===== config.mk =====
export PLATFORM = sky130hd
export DESIGN_NAME = ktso_cell
export DESIGN_NICKNAME = d
export VERILOG_FILES = /design/src/ktso_pkg.sv /design/src/ktso_cell.sv
export SDC_FILE = /design/constraint.sdc
export NUM_CORES = 1
export LEC_CHECK = 0
export BUFFER_PORTS_ARGS = -buffer_cell sky130_fd_sc_hd__buf_2
export CAP_MARGIN = 20
export CORE_ASPECT_RATIO = 1.2
export CORE_MARGIN = 1
export CORE_UTILIZATION = 46
export DETAILED_ROUTE_END_ITERATION = 7
export PLACE_DENSITY = 0.91
export SLEW_MARGIN = 20
export SYNTH_ARGS = -nofsm -noshare
export SYNTH_HDL_FRONTEND = slang
export SYNTH_SLANG_ARGS = --single-unit

===== constraint.sdc =====
create_clock -name clk -period 4.2 [get_ports clk]
set_input_delay 1.26 -clock clk [delete_from_list [all_inputs] [get_ports clk]]
set_output_delay 1.26 -clock clk [all_outputs]
set_load 0.01 [all_outputs]

===== src/ktso_pkg.sv =====
// Package of the key to slot offset allocator: sizes, codes and struct types.
// Used by every module of the block; depends on nothing.
`timescale 1ns / 1ps
`default_nettype none

package ktso_pkg;

  localparam int ENTRIES = 256;
  localparam int IDX_W   = $clog2(ENTRIES);
  localparam int CNT_W   = $clog2(ENTRIES + 1);
  localparam int KEY_W   = 32;
  localparam int OFS_W   = 31;
  localparam int ROW_W   = 16;
  localparam int CMD_W   = 2;
  localparam int STAT_W  = 3;

  localparam logic [CMD_W-1:0] CMD_ADD = 2'd0;
  localparam logic [CMD_W-1:0] CMD_GET = 2'd1;
  localparam logic [CMD_W-1:0] CMD_DEL = 2'd2;

  localparam logic [STAT_W-1:0] STAT_HIT     = 3'd0;
  localparam logic [STAT_W-1:0] STAT_MISS    = 3'd1;
  localparam logic [STAT_W-1:0] STAT_FRESH   = 3'd2;
  localparam logic [STAT_W-1:0] STAT_REUSED  = 3'd3;
  localparam logic [STAT_W-1:0] STAT_DELETED = 3'd4;
  localparam logic [STAT_W-1:0] STAT_FULL    = 3'd5;

  localparam logic [ROW_W-1:0] ROW_SIZE_RESET = 16'd1;

  typedef struct packed {
    logic [CMD_W-1:0]        cmd;
    logic signed [KEY_W-1:0] key;
  } in_item_t;

  typedef struct packed {
    logic [STAT_W-1:0] status;
    logic [OFS_W-1:0]  offset;
  } out_item_t;

  // Lookup token that walks the cell chain.
  typedef struct packed {
    logic              active;
    logic [KEY_W-1:0]  key;
    logic              hit;
    logic [IDX_W-1:0]  hit_idx;
    logic [OFS_W-1:0]  hit_ofs;
    logic              free;
    logic [IDX_W-1:0]  free_idx;
  } probe_t;

  // Table update broadcast to all cells.
  typedef struct packed {
    logic              set;
    logic              clear;
    logic [IDX_W-1:0]  idx;
    logic [KEY_W-1:0]  key;
    logic [OFS_W-1:0]  ofs;
  } commit_t;

  typedef struct packed {
    logic              push;
    logic              pop;
    logic [OFS_W-1:0]  data;
  } stack_ctl_t;

endpackage

`default_nettype wire


===== src/ktso_cell.sv =====
// One table entry of the allocator chain: valid, key and offset of a slot.
// Depends on ktso_pkg.
`timescale 1ns / 1ps
`default_nettype none

module ktso_cell (
  input  wire logic              clk,
  input  wire logic              rst,
  input  wire logic [ktso_pkg::IDX_W-1:0] cell_idx,
  input  wire ktso_pkg::probe_t  probe_in,
  input  wire ktso_pkg::commit_t commit,
  output ktso_pkg::probe_t       probe_out
);
  import ktso_pkg::*;

  logic             valid;
  logic [KEY_W-1:0] key;
  logic [OFS_W-1:0] ofs;
  logic             sel;
  probe_t           probe_next;

  assign sel = (commit.idx == cell_idx);

  always_comb begin
    probe_next = probe_in;
    if (!probe_in.hit && valid && (key == probe_in.key)) begin
      probe_next.hit     = 1'b1;
      probe_next.hit_idx = cell_idx;
      probe_next.hit_ofs = ofs;
    end
    if (!probe_in.free && !valid) begin
      probe_next.free     = 1'b1;
      probe_next.free_idx = cell_idx;
    end
  end

  always_ff @(posedge clk) begin
    if (rst) begin
      valid <= 1'b0;
    end else if (sel && commit.set) begin
      valid <= 1'b1;
    end else if (sel && commit.clear) begin
      valid <= 1'b0;
    end
  end

  always_ff @(posedge clk) begin
    if (sel && commit.set) begin
      key <= commit.key;
      ofs <= commit.ofs;
    end
  end

  // Hand the token to the next cell.
  always_ff @(posedge clk) begin
    if (rst) begin
      probe_out <= '0;
    end else begin
      probe_out <= probe_next;
    end
  end

endmodule

`default_nettype wire


; Word level (Yosys, flattened, before mapping)
; Cells that the tools add are included.
[op_classes]
n_bitwise = 0
n_mux = 4
n_eq_ne = 2
n_addsub = 0
n_mul = 0
div = 0
shift = 0
magnitude_cmp = 0
reduce_logical = 9
[ops]
columns = operator, n
row1 = two-way mux 40 bit, 1
row2 = == test 32 bit, 1
row3 = two-way mux 9 bit, 1
row4 = == test 8 bit, 1
row5 = logical AND 1 bit, 5
row6 = logical NOT 1 bit, 3
row7 = two-way mux 1 bit, 2
row8 = nonzero test 2 bit, 1
[word_totals]
latch_bits = 0
rom_bits = 0
word_cells = 25
ff_bits = 146
mem_bits_rw = 0
inputBits = 165
mem_count = 0

; Depth between registers and ports, before layout
[logic_depth]
word_depth = 4
ltp_mapped = 6

; Worst setup path after synthesis
; OpenSTA, ideal clock, no wires.
[synth_timing]
kind = input to register
from = in cell_idx[0] (netlist name)
to = reg key[0] (enable)
setup_time_ns = 0.428
t_required_ns = 3.772
path_stages = 4
arrival_ns = 3.127
slack_ns = 0.644
path_cell_list = xnor2_1 > nand4_1 > nor2_1 > and2_1
[synth_via]
elab_chain_len = 2
[synth_rtl]
columns = element, line_no
row1 = "start, declared", ktso_cell.sv:9  ; input wire logic [ktso_pkg::IDX_W-1:0] cell_idx,
row2 = == test 8 bit, ktso_cell.sv:22  ; assign sel = (commit.idx == cell_idx);
row3 = logical AND 1 bit, ktso_cell.sv:48  ; if (sel && commit.set) begin
row4 = "end signal, assigned", ktso_cell.sv:49  ; key <= commit.key;
row5 = "end, declared", ktso_cell.sv:17  ; logic [KEY_W-1:0] key;
; Every way passes these cells.
; A chain may end at the register's enable or synchronous reset.

; Final worst setup path
[layout_timing]
from = in probe_in[54] (netlist name)
to = reg probe_out[47] (netlist name)
[layout_via]
elab_chain_len = 3
[layout_rtl]
columns = element, line_no
row1 = "start, declared", ktso_cell.sv:10  ; input wire ktso_pkg::probe_t probe_in,
row2 = == test 32 bit, ktso_cell.sv:26  ; if (!probe_in.hit && valid && (key == probe_in.key)) begin
row3 = logical AND 1 bit, ktso_cell.sv:26
row4 = two-way mux 40 bit, ktso_cell.sv:26
row5 = "end signal, assigned", ktso_cell.sv:59  ; probe_out <= probe_next;
row6 = "end, declared", ktso_cell.sv:12  ; output ktso_pkg::probe_t probe_out
; Every way passes these cells.

==> key figures <==
Clocking
  – Post-CTS setup buffer count: 0
  – Clock buffer depth: 2
  – # hold bufs at CTS: 0
  – Clk slew on worst S/H paths: approximately 0.060 ns
  – CTS buffer count: 17
  – CTS tree: done
  – Clock insertion delay at the later pin of the skew report: roughly 0.41 ns
  – Post-cts resize count: 0
  – CTS H-tree lvls: 4
  – TritonCTS Sinks: roughly 150
  – Root buffer cell: clkbuf_16

Routing
  – Router iterations before antenna repair: 4
  – Final wirelength: approximately 13 mm
  – Final ANT Viol Nets: 0
  – Vias after detailed routing: approximately 3900
  – Max Used Layer: met5
  – Drt first-iter violations: between 100 and 150
  – DR WL met3: between 800 and 900 µm
  – Via density: about 4.7
  – WL met2: roughly 6.9 mm
  – Routed len/inst: 15.5 µm
  – DRC: 0
  – Met1 wire length: 4.66 mm

Floorplanning
  – Initial Utilization: 47.8%
  – Die Footprint: about 12000 µm²
  – Vert. Die Dim: 120 µm
  – Die width: 100 µm
  – Ports: about 250
  – FP Rows: between 40 and 50
  – Core area: between 10000 and 15000 µm²

Worst hold path
  – Hold Path Sink: probe_out[21]
  – Hold Path Class: register to register
  – Hold path startpoint: ofs[12]
  – Hold Crit Depth: 2

Critical path
  – Worst r2r path cells: 6
  – CP Data Required Time: 4.53 ns
  – R2R setup slack: roughly 1.9 ns
  – CP cell instances: buf_2, xor2_1, nor3b_1, nand4_1, nor4_4, buf_12, mux2i_1
  – Kind of critical path: primary input to register
  – CP endpoint kind: register
  – CP peak stage delay: between 0.4 and 0.5 ns
  – Critical-path top delay cell: nor3b_1
  – Max FO, Critical Path: 40
  – Critical Path Source: probe_in[54]
  – RR Startpoint: key[5]
  – Startpoint types: primary input
  – CP arrival: roughly 3.2 ns
  – RR Endpoint: probe_out[47]

Timing
  – Worst hold slack: between 0.5 and 0.6 ns
  – Relative slew margins: 41.3%
  – Final setup violation count: 0
  – Tightest Pin Transition: ~0.9 ns
  – Max Slew Vio Count: 0
  – Part of the cycle the worst path needs: around 68%
  – Setup WS post-layout: ~1.3 ns
  – RSZ-0062 raised after global routing: no
  – Max Clock Freq: roughly 350 MHz
  – Post-route minimum period: approximately 2.9 ns
  – Fin Setup TNS: 0 ns
  – Final Hold Viols: 0
  – Clk_skew: between 0.01 and 0.015 ns

Synthesis
  – Yosys reg bits: between 100 and 150
  – Register area share after synthesis: approximately two thirds
  – Ys Warns: 0
  – Syn Nets: approximately 570
  – Synth Instances: roughly 400
  – Average size of a mapped cell: approximately 13 µm²
  – Synthesized cell area: roughly 5400 µm²
  – Yosys cell types: 24

Cells and area
  – Non-Filler Cell Area, Final: 7320 µm²
  – # diodes: 0
  – Layout overhead on the synthesized area: 36.8%
  – Most common cell after layout, fill and taps aside: buf_2
  – Commonest cells after routing, fill and taps aside: buf_2 (246), dfxtp_1 (83), nand2b_1 (78)
  – Fillers: about 840
  – Post-layout util: 65.4%
  – Layout cells sized above 1: ~42%
  – Layout Nets: slightly above 800

Run
  – Max cap viols: 0

Power and ir drop
  – Pwr/cell area: 450 nW/µm²
  – Peak supply drop: about 270 µV
  – P_leak: between 0.003 and 0.004 µW

Global route
  – First-pass GRT wire length: around 19 mm
  – Vias in the first global route: approximately 4000
  – Initial antenna violation count: 1
  – Gr ovfl total: 0
  – GRT Overall Usage: about a fifth
  – Pin count of the biggest net entering global routing: 63

Placement
  – Hpwl dp: roughly 9.4 mm
  – IO Port Bufs: ~250
  – RePlAce Congestion: between 0.7 and 0.8
  – DP Worst Slack: between 0.8 and 0.9 ns
  – Post-DP Area: just under 7000 µm²

Run status
  – Status: complete, no violations
cells in the mapped netlist, drive strengths merged:
cell / number / area [µm²]
xnor2: 16 / 140
and2: 1 / 6.26
o21ai: 8 / 40.0
clkbuf: 15 / 56.3
inv: 1 / 3.75
nor3: 1 / 5.00
mux2i: 39 / 390
a21oi: 9 / 45.0
nand2b: 78 / 488
o21ba: 2 / 20.0
nor4: 6 / 52.6
buf: 4 / 45.0
nor2: 2 / 7.51
nor2b: 33 / 206
a21boi: 1 / 7.51
nand2: 8 / 30.0
nand4: 5 / 31.3
dfxtp: 83 / 1660
nor3b: 1 / 7.51
xor2: 24 / 210
edfxtp: 63 / 1890
nand3: 1 / 5.00
worst max path at each step:
| stage | endpoint | slack [ns] | cells past startpoint |
|---|---|---|---|
| 2_1_floorplan | key[0] | 0.64 | 4 |
| 6_report | probe_out[47] | 1.34 | 7 |
| 3_3_place_gp | probe_out[14] | 0.93 | 7 |
| 4_1_cts | probe_out[14] | 1.32 | 7 |
| 5_1_grt | probe_out[39] | 1.22 | 7 |
| 3_5_place_dp | probe_out[14] | 0.89 | 7 |
sequential cells by signal, summed over array words and instances (netlist names):
| name | flops |
|---|---|
| key | 32 |
| probe_out | 82 |
| ofs | 31 |
| valid | 1 |
metrics by stage:
step	instances	power (µW)
2_1_floorplan	401	1670
3_3_place_gp	786	1810
3_5_place_dp	786	1820
4_1_cts	818	3330
5_1_grt	818	3400
6_report	818	3290
layer usage:
| metal | GRT usage [%] | vias to the layer above |
|---|---|---|
| met5 | 0 | - |
| met4 | 7.79 | 2 |
| met3 | 7.16 | 20 |
| met2 | 40.1 | 193 |
| met1 | 21.1 | 1812 |
| li1 | - | 1850 |
final cells by class:
type / count / area, µm² / share of cell area (%)
inverters: 1 / 3.75 / 0.0513
clock inverters: 14 / 161 / 2.20
multi-input cells: 235 / 1690 / 23.1
flip-flops and latches: 146 / 3550 / 48.5
well taps: 154 / 193 / 2.63
clock buffers: 18 / 429 / 5.86
repair buffers: 250 / 1290 / 17.6
power breakdown:
group	total [µW]	internal, µW	switching [µW]
combinational	255	132	122
sequential	1540	1520	11.7
clock	1500	932	571
worst max-delay path: cells and delay by family:
family                    cells  cell delay [ns]
and+or+nand+nor               3             1.04
buffers and inverters         2             0.41
muxes                         1             0.24
xor gates and xnor gates      1             0.18
cells by family (layout without fill, tap and decap cells):
kind of cell           after synthesis  in the layout  synth area share, %
buffers and inverters               20            283                 1.96
AO/OA/AOI/OAI                       20             20                 2.10
flip-flops                         146            146                 66.4
AND/OR/NAND/NOR                    136            136                 15.7
multiplexers                        39             39                 7.29
XOR/XNOR                            40             40                 6.55
(Power assumes the default switching activity.)
